**src/sv/sci_pkg.sv**
```systemverilog
// Shared constants, payload types and memory port types for the submesh index compactor.
`timescale 1ns / 1ps

package sci_pkg;

   localparam int VERTEX_CAPACITY = 65536;
   localparam int GENERATION_BITS = 16;
   localparam int ADDR_BITS       = $clog2(VERTEX_CAPACITY);
   localparam int INDEX_BITS      = 16;
   localparam int COUNT_BITS      = 17;

   typedef enum logic [1:0] {
      STATUS_REUSED    = 2'd0,
      STATUS_NEW       = 2'd1,
      STATUS_RANGE     = 2'd2,
      STATUS_EXHAUSTED = 2'd3
   } status_type;

   typedef enum logic [1:0] {
      ST_IDLE   = 2'b01,
      ST_LOOKUP = 2'b10
   } core_state_type;

   typedef struct packed {
      logic [INDEX_BITS-1:0] orig_index;
      logic                  last_of_submesh;
   } req_payload_type;

   typedef struct packed {
      logic [INDEX_BITS-1:0] new_index;
      status_type            status;
      logic [INDEX_BITS-1:0] vertex_to_copy;
      logic                  last;
   } rsp_payload_type;

   // One table entry: the generation tag and the remapped index live side by side.
   typedef struct packed {
      logic [GENERATION_BITS-1:0] tag;
      logic [INDEX_BITS-1:0]      value;
   } entry_type;

   typedef struct packed {
      logic                 rd_en;
      logic [ADDR_BITS-1:0] rd_addr;
      logic                 wr_en;
      logic [ADDR_BITS-1:0] wr_addr;
      entry_type            wr_data;
   } mem_req_type;

endpackage

```
**src/sv/sci_clear.sv**
```systemverilog
// Post-reset sweep that writes a zero tag into every table entry.
`timescale 1ns / 1ps

module sci_clear (
   input  logic                clock,
   input  logic                reset,
   output logic                busy,
   output sci_pkg::mem_req_type mem_req
);
   import sci_pkg::*;

   logic                 busy_ff, busy_in;
   logic [ADDR_BITS-1:0] addr_ff, addr_in;

   always_comb begin
      busy_in = busy_ff;
      addr_in = addr_ff;
      if (busy_ff) begin
         addr_in = addr_ff + ADDR_BITS'(1);
         if (addr_ff == {ADDR_BITS{1'b1}}) begin
            busy_in = 1'b0;
         end
      end
   end

   always_ff @(posedge clock) begin
      if (reset) begin
         busy_ff <= 1'b1;
         addr_ff <= '0;
      end else begin
         busy_ff <= busy_in;
         addr_ff <= addr_in;
      end
   end

   always_comb begin
      mem_req         = '0;
      mem_req.wr_en   = busy_ff;
      mem_req.wr_addr = addr_ff;
   end

   assign busy = busy_ff;

endmodule

```
**config.mk**
```make
export PLATFORM = sky130hd
export DESIGN_NAME = sci_clear
export DESIGN_NICKNAME = d
export VERILOG_FILES = /design/src/sv/sci_pkg.sv /design/src/sv/sci_clear.sv
export SDC_FILE = /design/constraint.sdc
export NUM_CORES = 1
export LEC_CHECK = 0
export BUFFER_PORTS_ARGS = -buffer_cell sky130_fd_sc_hd__buf_2
export CAP_MARGIN = 20
export CORE_MARGIN = 1
export CORE_UTILIZATION = 25
export DETAILED_ROUTE_END_ITERATION = 10
export GPL_ROUTABILITY_DRIVEN = 0
export PLACE_DENSITY = 0.51
export SETUP_SLACK_MARGIN = 0.1
export SYNTH_ARGS = -nofsm -noshare
export SYNTH_HDL_FRONTEND = slang
export SYNTH_SLANG_ARGS = --single-unit
```
**constraint.sdc**
```tcl
create_clock -name clock -period 2 [get_ports clock]
set_input_delay 0.1 -clock clock [delete_from_list [all_inputs] [get_ports clock]]
set_output_delay 0.1 -clock clock [all_outputs]
set_load 0.02 [all_outputs]
```
---- Yosys cells after proc, flatten, opt, wreduce, memory -nomap -nowiden ----
Index checks and enable logic that the tools add are counted.
storage, ports and cells
  register bits after elaboration ......... 17
  input bits .............................. 2
operators by class
  $add $sub $neg .......................... 1
  eq/ne operators ......................... 1
  muxes and demuxes ....................... 2
operator list
  operator               count
  $add 16x1->16 const B  1
  $eq 16x16->1 const B   1
  $mux 1                 2

---- Logic depth before layout (Yosys ltp) ----
  word-level depth ........................ 3
  mapped depth ............................ 5
  depth with buffers taken out ............ 5

---- Worst setup path after synthesis ----
OpenSTA, ideal clock, no wires.
  path type ............................... register -> register
  from .................................... register addr_ff[0]
  to ...................................... register addr_ff[14]
  library setup time ...................... 0.070 ns
  data arrival time ....................... 1.482 ns
  setup slack ............................. 0.448 ns
  cell stages (with the launch flop) ...... 6
  path buffers ............................ 0
  path through ............................ dfxtp_1 > ha_1 > and3_1 > nand3_2 > or3_1 > a21oi_1
between the ends
  longest elaborated chain between the ends .. 1
RTL lines
  element                   RTL line         source
  start: declaration        sci_clear.sv:13  logic [ADDR_BITS-1:0] addr_ff, addr_in;
  start signal: assignment  sci_clear.sv:32  addr_ff <= addr_in;
  $add 16x1->16             sci_clear.sv:19  addr_in = addr_ff + ADDR_BITS'(1);
No other way between the ends.
A chain may end at the register's enable or synchronous reset.

---- Worst setup path after layout ----
Same ends and word-level chain as after synthesis.

==> implementation parameters <==
Parameter                              Value

Yosys
  Avg Inst Size Synth    8.44 µm²
  Dominant cells by area after synthesis    sky130_fd_sc_hd__buf_4 35%, sky130_fd_sc_hd__dfxtp_1 30%, sky130_fd_sc_hd__xor2_1 7.8%, sky130_fd_sc_hd__nor2_1 4.3%, sky130_fd_sc_hd__nand4_1 3.3%
  Gate Count Post-Synth    133
  Ys flop type    sky130_fd_sc_hd__dfxtp_1
  Number of enable-type register cells in the synthesized netlist    0
  Most instantiated library cell after synthesis    sky130_fd_sc_hd__buf_4
  Synth unique cells    21
  Ranking of synthesized cells by instance count    52 x sky130_fd_sc_hd__buf_4, 17 x sky130_fd_sc_hd__dfxtp_1, 13 x sky130_fd_sc_hd__nor2_1, 10 x sky130_fd_sc_hd__xor2_1, 6 x sky130_fd_sc_hd__nand4_1
  Cell type contributing the most total cell area after synthesis    sky130_fd_sc_hd__buf_4
  Sequential-to-total area share from yosys stat    30.3%
  Number of storage elements in the synthesis netlist    17
  Area share of the largest cell type after synthesis    34.8%
  Synth warnings    0
  Post-synth ARST share    0%
  Cell area after synthesis    0.00112 mm²

Cells and area
  Number of diodes    0
  Signed area change from the synthesized netlist to the final layout    -0.892%
  Share of layout cells above drive strength 1    16.7%
  NumNets Final    154

Die
  Number of ports placed on the die boundary    69
  Die boundary height    69 µm
  Area enclosed by the die boundary    0.00476 mm²
  Standard-cell row count    24
  DIE WIDTH    69 µm
  Area of the core    0.00432 mm²
  Initial Util    26.0%

Pwr
  Power density relative to cell area    641 mW/mm²
  Worst voltage drop across the vdd grid    179 µV
  Leak    0.547 nW

Global route
  Gr ovfl total    0
  Global router's overall resource usage    6.89%
  Wire length of the first global-routing pass    2.65 mm
  Maximum number of pins on one net before global-route repair    18
  Antenna violations before repair    0
  Via count of the first global-routing pass    557

Clock network
  Number of buffers between clock root and the deepest sink    2
  Clock latency reported for the late side of the worst-skew pair    250 ps
  Clock tree from TritonCTS    built
  Post-CTS clock slew at the launch and capture registers of the worst setup and hold paths    70 ps
  Number of buffers created by CTS    3
  Root buffer selected by CTS    sky130_fd_sc_hd__clkbuf_8
  Total number of H-tree levels    1
  Number of sinks driven by the clock tree    17
  Post-cts resize count    0
  Post-CTS Hold Buffers    0
  Post-CTS repair timing setup buffer count    0

Detailed routing
  Detailed-route via count    731
  Detailed Routing Iterations Pass 1    4
  Wire length per cell after detailed routing    8.37 µm
  DRT iter0 DRCs    12
  Per-cell via count in the routed design    3.62
  Final antenna-violating net count    0
  Drt total wl    1.69 mm
  Number of design rule violations left after detail routing    0

Critical path
  Capturing element type of the critical path    flop
  CP Data Arrival Time    1760 ps
  Data required time of the worst path    2180 ps
  Startpoint class of the critical path    flop
  Critical path class    reg -> reg
  Crit path max fanout    5

Timing
  Post-Route Setup TNS    0 ps
  Clock period minus final worst setup slack    1580 ps
  Highest Clock Rate    634 MHz
  Final count of negative-setup-slack endpoints    0
  Worst clock skew on the final layout    1.59 ps
  Final hold viol count    0
  Total count of max-transition violations in the final report    0
  Setup slack after layout    422 ps
  Setup repair after global routing missed its margin    no
  Final cycle utilization of the critical path    78.9%

Run status
  Result of the run    complete, no violations

Placed design
  IO Port Bufs    19
  Place WS    416 ps
  HPWL after detailed placement    1.29 mm

Job
  Count of max-cap constraint violations    0

Hold path
  Type of the worst min-delay path    in -> reg
[registers in the layout, summed over array words and instances, names as in the netlist]
register and cells:
addr_ff 16, busy 1
[final timing paths]
path	startpoint	end	slack, ps	cells after the start
worst min-delay path	reset	addr_ff[5]$_SDFFE_PP0P_	220	2
worst max register to register	addr_ff[0]$_SDFFE_PP0P_	addr_ff[14]$_SDFFE_PP0P_	420	5
worst min register to register	addr_ff[14]$_SDFFE_PP0P_	addr_ff[14]$_SDFFE_PP0P_	520	2
worst max-delay path	addr_ff[0]$_SDFFE_PP0P_	addr_ff[14]$_SDFFE_PP0P_	420	5
[worst max-delay path, cell delays in order, from the launching register on]
cell,delay (ps)
sky130_fd_sc_hd__dfxtp_1,390
sky130_fd_sc_hd__ha_1,200
sky130_fd_sc_hd__and3_1,280
sky130_fd_sc_hd__nand3_2,130
sky130_fd_sc_hd__or3_1,360
sky130_fd_sc_hd__a21oi_1,150
[logic make-up (layout without fill, tap and decap cells)]
family	after synthesis	in the layout	synth area share [%]
compound gates	7	7	3.12
xor+xnor	12	12	9.36
fa+ha+maj	1	1	1.11
buf+inv	55	24	35.9
flops	17	17	30.3
mux	1	1	0.892
other cells	1	49	0.334
simple gates	39	39	19.0
[layout make-up]
cell class              count  area [µm²]
flip-flops and latches     17         340
well taps                  52        65.1
multi-input cells         109         559
clock buffers               4        45.0
repair buffers             20         103
fillers                   479        3210
[metrics by stage]
step	util (%)	instances	hold WS (ps)	instance area (µm²)	power (mW)
floorplan	-	181	373	1300	0.530
global placement	24.7	198	476	1070	0.466
detailed placement	24.7	198	476	1070	0.466
CTS	25.7	202	214	1110	0.721
global route	25.7	202	236	1110	0.745
finish	25.7	202	215	1110	0.713
[layout by cell type, fill, tap and decap left out, drive strengths merged]
| master | instances |
|---|---|
| conb | 49 |
| buf | 20 |
| dfxtp | 17 |
| nor2 | 13 |
| xor2 | 10 |
| nand4 | 6 |
| nand3 | 5 |
| nand2 | 4 |
| o21ai | 4 |
| clkbuf | 4 |
| and3 | 3 |
| and4 | 3 |
| or3 | 3 |
| a21oi | 3 |
| xnor2 | 2 |
| mux2i | 1 |
| and2 | 1 |
| nand2b | 1 |
| ha | 1 |
[metal layers]
layer / routed length (µm) / global-route usage (%) / up-vias
met5: 0 / 0 / -
li1: - / - / 370
met2: 779 / 10.1 / 39
met4: 19 / 3.40 / 0
met1: 768 / 9.09 / 320
met3: 122 / 2.05 / 2
[power by group]
part	internal (mW)	switching [mW]
clock	0.141	0.113
sequential	0.344	0.00552
combinational	0.0105	0.0995
Power figures use the tool's default switching activity.
