**src/sv/sci_pkg.sv**
```systemverilog
// Shared constants, payload types and memory port types for the submesh index compactor.
`timescale 1ns / 1ps

package sci_pkg;

   localparam int VERTEX_CAPACITY = 65536;
   localparam int GENERATION_BITS = 16;
   localparam int ADDR_BITS       = $clog2(VERTEX_CAPACITY);
   localparam int INDEX_BITS      = 16;
   localparam int COUNT_BITS      = 17;

   typedef enum logic [1:0] {
      STATUS_REUSED    = 2'd0,
      STATUS_NEW       = 2'd1,
      STATUS_RANGE     = 2'd2,
      STATUS_EXHAUSTED = 2'd3
   } status_type;

   typedef enum logic [1:0] {
      ST_IDLE   = 2'b01,
      ST_LOOKUP = 2'b10
   } core_state_type;

   typedef struct packed {
      logic [INDEX_BITS-1:0] orig_index;
      logic                  last_of_submesh;
   } req_payload_type;

   typedef struct packed {
      logic [INDEX_BITS-1:0] new_index;
      status_type            status;
      logic [INDEX_BITS-1:0] vertex_to_copy;
      logic                  last;
   } rsp_payload_type;

   // One table entry: the generation tag and the remapped index live side by side.
   typedef struct packed {
      logic [GENERATION_BITS-1:0] tag;
      logic [INDEX_BITS-1:0]      value;
   } entry_type;

   typedef struct packed {
      logic                 rd_en;
      logic [ADDR_BITS-1:0] rd_addr;
      logic                 wr_en;
      logic [ADDR_BITS-1:0] wr_addr;
      entry_type            wr_data;
   } mem_req_type;

endpackage

```
**src/sv/sci_core.sv**
```systemverilog
// Lookup and update sequencer: reads an entry, classifies the index and writes back.
`timescale 1ns / 1ps

module sci_core (
   input  logic                              clock,
   input  logic                              reset,
   input  logic                              clear_busy,
   input  logic [sci_pkg::COUNT_BITS-1:0]    vertex_count,
   input  logic                              req_valid,
   output logic                              req_ready,
   input  sci_pkg::req_payload_type          req_payload,
   output logic                              rsp_valid,
   input  logic                              rsp_ready,
   output sci_pkg::rsp_payload_type          rsp_payload,
   output sci_pkg::mem_req_type              mem_req,
   input  sci_pkg::entry_type                rd_entry
);
   import sci_pkg::*;

   core_state_type             state_ff, state_in;
   req_payload_type            item_ff, item_in;
   logic                       rsp_valid_ff, rsp_valid_in;
   rsp_payload_type            rsp_payload_ff, rsp_payload_in;
   logic [GENERATION_BITS-1:0] cur_gen_ff, cur_gen_in;
   logic [COUNT_BITS-1:0]      next_index_ff, next_index_in;
   logic                       exhausted_ff, exhausted_in;

   logic                       accept;
   logic                       finish;
   logic                       in_range;
   logic                       hit;
   logic [GENERATION_BITS-1:0] gen_plus;
   rsp_payload_type            result;
   logic                       write_new;

   assign req_ready = (state_ff == ST_IDLE) && !clear_busy;
   assign accept    = req_valid && req_ready;
   assign finish    = (state_ff == ST_LOOKUP) && (!rsp_valid_ff || rsp_ready);

   assign in_range = (COUNT_BITS'(item_ff.orig_index) < vertex_count) &&
                     (32'(item_ff.orig_index) < 32'(VERTEX_CAPACITY));
   assign hit      = (rd_entry.tag == cur_gen_ff);
   assign gen_plus = cur_gen_ff + GENERATION_BITS'(1);

   // Classify the held index against the entry read when the index was accepted.
   always_comb begin
      result                = '0;
      result.last           = item_ff.last_of_submesh;
      write_new             = 1'b0;
      if (exhausted_ff) begin
         result.status = STATUS_EXHAUSTED;
      end else if (!in_range) begin
         result.status = STATUS_RANGE;
      end else if (hit) begin
         result.status    = STATUS_REUSED;
         result.new_index = rd_entry.value;
      end else begin
         result.status         = STATUS_NEW;
         result.new_index      = next_index_ff[INDEX_BITS-1:0];
         result.vertex_to_copy = item_ff.orig_index;
         write_new             = 1'b1;
      end
   end

   always_comb begin
      state_in       = state_ff;
      item_in        = item_ff;
      rsp_valid_in   = rsp_valid_ff;
      rsp_payload_in = rsp_payload_ff;
      cur_gen_in     = cur_gen_ff;
      next_index_in  = next_index_ff;
      exhausted_in   = exhausted_ff;

      if (rsp_valid_ff && rsp_ready) begin
         rsp_valid_in = 1'b0;
      end

      case (state_ff)
         ST_IDLE: begin
            if (accept) begin
               item_in  = req_payload;
               state_in = ST_LOOKUP;
            end
         end
         ST_LOOKUP: begin
            if (finish) begin
               rsp_valid_in   = 1'b1;
               rsp_payload_in = result;
               state_in       = ST_IDLE;
               if (write_new) begin
                  next_index_in = next_index_ff + COUNT_BITS'(1);
               end
               // Closing a submesh restarts numbering and, unless exhausted, moves to a fresh generation.
               if (item_ff.last_of_submesh) begin
                  next_index_in = '0;
                  if (!exhausted_ff) begin
                     cur_gen_in = gen_plus;
                     if (gen_plus == '0) begin
                        exhausted_in = 1'b1;
                     end
                  end
               end
            end
         end
         default: begin
            state_in = ST_IDLE;
         end
      endcase
   end

   always_ff @(posedge clock) begin
      if (reset) begin
         state_ff      <= ST_IDLE;
         rsp_valid_ff  <= 1'b0;
         cur_gen_ff    <= GENERATION_BITS'(1);
         next_index_ff <= '0;
         exhausted_ff  <= 1'b0;
      end else begin
         state_ff      <= state_in;
         rsp_valid_ff  <= rsp_valid_in;
         cur_gen_ff    <= cur_gen_in;
         next_index_ff <= next_index_in;
         exhausted_ff  <= exhausted_in;
      end
   end

   always_ff @(posedge clock) begin
      item_ff        <= item_in;
      rsp_payload_ff <= rsp_payload_in;
   end

   always_comb begin
      mem_req               = '0;
      mem_req.rd_en         = accept;
      mem_req.rd_addr       = ADDR_BITS'(req_payload.orig_index);
      mem_req.wr_en         = finish && write_new;
      mem_req.wr_addr       = ADDR_BITS'(item_ff.orig_index);
      mem_req.wr_data.tag   = cur_gen_ff;
      mem_req.wr_data.value = next_index_ff[INDEX_BITS-1:0];
   end

   assign rsp_valid   = rsp_valid_ff;
   assign rsp_payload = rsp_payload_ff;

endmodule

```
**config.mk**
```make
export PLATFORM = sky130hd
export DESIGN_NAME = sci_core
export DESIGN_NICKNAME = d
export VERILOG_FILES = /design/src/sv/sci_pkg.sv /design/src/sv/sci_core.sv
export SDC_FILE = /design/constraint.sdc
export NUM_CORES = 1
export LEC_CHECK = 0
export BUFFER_PORTS_ARGS = -buffer_cell sky130_fd_sc_hd__buf_2
export CORE_MARGIN = 4
export CORE_UTILIZATION = 50
export DETAILED_ROUTE_END_ITERATION = 10
export PLACE_DENSITY = 0.81
export SYNTH_ARGS = -nofsm -noshare
export SYNTH_HDL_FRONTEND = slang
export SYNTH_SLANG_ARGS = --single-unit
```
**constraint.sdc**
```tcl
create_clock -name clock -period 4.3 [get_ports clock]
set_input_delay 0.86 -clock clock [delete_from_list [all_inputs] [get_ports clock]]
set_output_delay 0.86 -clock clock [all_outputs]
set_load 0.01 [all_outputs]
```
# Word-level counts from Yosys, hierarchy flattened

Cells that the tools add are included.

Word-level logic and storage cells: 55
Input port bits: 71
Bits in registers: 89
Output and inout bits: 103

Multiplexer cells: 15
Equal/unequal tests: 5
Add/sub/neg operators: 2
Magnitude comparators: 1
Bitwise gates (word level): 2
Reduce and logical (&&, ||, !) cells: 18

Operators with widths:

| kind                                                 | number |
|---|---|
| two-way mux 17 bit                                   | 2 |
| two-way mux 18 bit                                   | 1 |
| adder 17 x 1 -> 17 bit (second input constant)       | 1 |
| less-than comparator 16 x 17 -> 1 bit                | 1 |
| adder 16 x 1 -> 16 bit (second input constant)       | 1 |
| equality test 16 bit                                 | 1 |
| zero test 16 bit                                     | 1 |
| two-way mux 1 bit                                    | 9 |
| AND reduction 2 bit                                  | 3 |
| AND reduction 3 bit                                  | 2 |
| logical AND 1 bit                                    | 5 |
| two-way mux 2 bit                                    | 2 |
| inequality test 2 bit (second input constant)        | 2 |
| case mux 2 bit (2 select lines)                      | 1 |
| AND reduction 4 bit                                  | 1 |
| OR reduction 3 bit                                   | 1 |
| equality test 2 x 1 -> 1 bit (second input constant) | 1 |
| equality test 2 bit (second input constant)          | 1 |
| zero test 1 bit                                      | 2 |
| NOT 1 bit                                            | 2 |
| nonzero test 2 bit                                   | 1 |
| OR reduction 2 bit                                   | 1 |
| logical OR 1 bit                                     | 1 |

# Depth between registers and ports, before layout

Depth in word-level cells: 6
Depth in mapped cells: 11
Depth with buffers taken out: 8

# Worst setup path before layout

OpenSTA, ideal clock, no wires.

Kind: input port to output port
Start: in vertex_count[3] in the netlist's numbering
End: out mem_req[48] in the netlist's numbering
Path slack: 0.570 ns
Arrival time: 2.870 ns
Cell stages on the path: 10
Path through: inv_1 ha_1 a21oi_2 a21boi_1 o311a_1 or4b_1 buf_2 buf_2 buf_2 nor2_1

RTL lines:

| element         | line           | source |
|---|---|---|
| start, declared | sci_core.sv:8  | `input logic [sci_pkg::COUNT_BITS-1:0] vertex_count,` |
| end, declared   | sci_core.sv:15 | `output sci_pkg::mem_req_type mem_req,` |

==> flow_summary.json <==
{
  "slowest_delay_ns": 0.56,
  "grt_max_degree": 39,
  "path_cells": "buf_2 > inv_1 > ha_1 > a21oi_2 > a21boi_1 > o311a_1 > or4b_1 > nor2_1 > buf_2",
  "async_flop_share_pct": 0,
  "endpoint_kind": "primary output",
  "synth.distinct_cells": 46,
  "cts.clk_slew.worst_paths_ns": 0.08,
  "synth_cells": 472,
  "drc": 0,
  "n_antenna_cell": 0,
  "syn_avg_cell_area_um2": 10.0,
  "num-nets-final": 692,
  "cts_setup_buffers": 0,
  "worst_ir_drop_vdd_uv": 139,
  "cap_violations": 0,
  "tns_ns": 0,
  "period_minus_slack_ns": 3.64,
  "synth_ff_type": "edfxtp_1",
  "final_util_pct": 61.2,
  "crit_top_cell": "buf_2",
  "worst_pin_slew_ns": 0.810,
  "routedWlPerCell_um": 15.3,
  "clockRootBuffer": "clkbuf_8",
  "antenna_found_initial": 0,
  "die_w_um": 105,
  "synth_area_um2": 4730,
  "hpwl_um": 8670,
  "holdPathStages": 2,
  "critPathTopFamily": "simple AND/OR/NAND/NOR gates",
  "num_vias": 3930,
  "wl_um": 11300,
  "grt.total_usage_pct": 20.3,
  "dr.first_iter.drc_count": 147,
  "hold_path.class": "reg2reg",
  "ant_nets": 0,
  "cts-resized-gates": 0,
  "first_pass_iters": 4,
  "critical_path_class": "in2out",
  "rows": 35,
  "required_ns": 3.44,
  "synth_edf_count": 52,
  "finClkSkew_ns": 0.0111,
  "crit_arrival_ns": 2.78,
  "path_depth": 9,
  "p_per_area_nw_per_um2": 287,
  "slew_headroom_pct": 46.0,
  "gp_congestion": 0.830,
  "io_buffers": 173,
  "status": "complete, no violations",
  "place_ws_ns": 0.668,
  "die_h_um": 105,
  "worstPathMaxFanout": 3,
  "ys_seq_area_share_pct": 48.3,
  "yosys_warnings": 0,
  "cts_buffer_depth": 2,
  "cts_tree": "done",
  "core_region_area_um2": 9240,
  "layout_commonest_cell": "buf_2",
  "setup_viol": 0,
  "timing.final.ws_setup_ns": 0.656,
  "crit_slowest_cell": "or4b_1",
  "whs_ns": 0.515,
  "hold_viol": 0,
  "slew_viol_final": 0,
  "htree_levels": 3,
  "cts.sinks": 88,
  "post_drt_via_cell_ratio": 5.33,
  "grt_pass1_vias": 3903,
  "grt-ovfl-total": 0,
  "cts_made_buffers": 9,
  "r2r_cells": 8,
  "initial_core_util_pct": 51.2,
  "max_freq_mhz": 274,
  "mostFrequentLayoutCells": "buf_2, edfxtp_1, nor2_1",
  "final_area_um2": 5660,
  "area_growth_pct": 19.6,
  "leakage_uw": 0.00231,
  "yosys_register_bits": 88,
  "syn-num-nets": 560,
  "fin_crit_sh_pct": 84.8,
  "fp.dieArea_um2": 11100,
  "worstSetupStartpointType": "primary input",
  "clock_latency_ns": 0.35,
  "drive_above_1_share_pct": 32.8,
  "critPathBufInv": 3,
  "top_level_ports": 174,
  "grt_setup_unrepaired": "no",
  "postCtsHoldBufs": 0,
  "grt_pass1_wl_um": 18600,
  "placed_area_um2": 5460
}
per-layer routing:
layer,track usage (%),wire (µm),vias up
li1,-,-,1913
met1,26.2,4850,1833
met2,34.0,5480,164
met3,3.37,720,20
met4,8.43,205,0
met5,0,0,-
final timing paths:
check,startpoint,end,slack [ns]
worst max-delay path,vertex_count[3],mem_req[48],0.66
worst min-delay path,next_index_ff[14],next_index_ff[14],0.52
worst max register to register,mem_req[35],next_index_ff[4],1.38
worst min register to register,next_index_ff[14],next_index_ff[14],0.52
cell families after synthesis:
family	after synthesis	synth area share, %
AND/OR/NAND/NOR	176	19.7
flip-flops	88	48.3
buffers and inverters	80	9.37
AO/OA/AOI/OAI	57	7.78
XOR/XNOR	38	7.04
adder cells (fa/ha/maj)	17	4.50
multiplexers	16	3.39
power by group:
| group | internal, µW | switching (µW) |
|---|---|---|
| registers | 901 | 7.09 |
| clock network | 271 | 299 |
| logic | 63.8 | 78.6 |
| total | 1240 | 385 |
sequential cells by signal, summed over array words and instances, names as in the netlist:
signal,count
rsp_payload,35
cur_gen_ff,16
mem_req,16
next_index_ff,16
state_ff,2
exhausted_ff,1
item_ff,1
rsp_valid,1
worst register-to-register path: cells and delay by family (launching register included):
family | cells | cell delay [ns]
buffers and inverters | 1 | 0.23
and+or+nand+nor | 2 | 1.10
adders and majority gates | 1 | 0.34
DFF | 1 | 0.42
AOI/OAI and AO/OA | 4 | 0.75
synthesized netlist by cell type (2+ instances only):
library cell / instances / area share (%)
nand4_1: 15 / 2.0
nand2b_1: 5 / 0.66
nand2_1: 31 / 2.5
a31oi_1: 8 / 1.1
mux2i_1: 16 / 3.4
a22oi_1: 2 / 0.32
inv_1: 22 / 1.7
xor2_1: 13 / 2.4
edfxtp_1: 52 / 33
and2_1: 19 / 2.5
nor2b_1: 3 / 0.40
nor4b_1: 2 / 0.37
or3_1: 4 / 0.53
dfxtp_1: 36 / 15
or4b_1: 2 / 0.42
buf_2: 14 / 1.5
clkbuf_1: 9 / 0.71
a32o_1: 2 / 0.42
buf_4: 33 / 5.2
or4_1: 13 / 2.1
a21oi_1: 21 / 2.2
nor3_1: 7 / 0.74
o311ai_0: 2 / 0.37
ha_1: 17 / 4.5
o21a_1: 2 / 0.32
a211oi_1: 2 / 0.32
o41ai_1: 2 / 0.37
xnor2_1: 25 / 4.6
nand3_1: 13 / 1.4
o31ai_1: 4 / 0.64
or2_2: 3 / 0.40
and3_1: 5 / 0.66
o211ai_1: 3 / 0.48
nor4_1: 4 / 0.53
nor2_1: 45 / 3.6
o21ai_0: 5 / 0.53
nand4b_1: 2 / 0.37
cell type report:
type,count,area [µm²]
repair buffers,179,911
inverters,22,82.6
multi-input cells,304,2020
clock buffers,10,128
fillers,795,3580
well taps,129,161
clock inverters,6,66.3
flip-flops and latches,88,2280
metrics by stage:
step | cells | total power (µW)
after CTS | 738 | 1640
after global routing | 738 | 1690
after floorplan | 472 | 1020
after detailed placement | 722 | 1070
final | 738 | 1620
after global placement | 722 | 1070
Note: power is estimated with default switching activity, not from simulation.
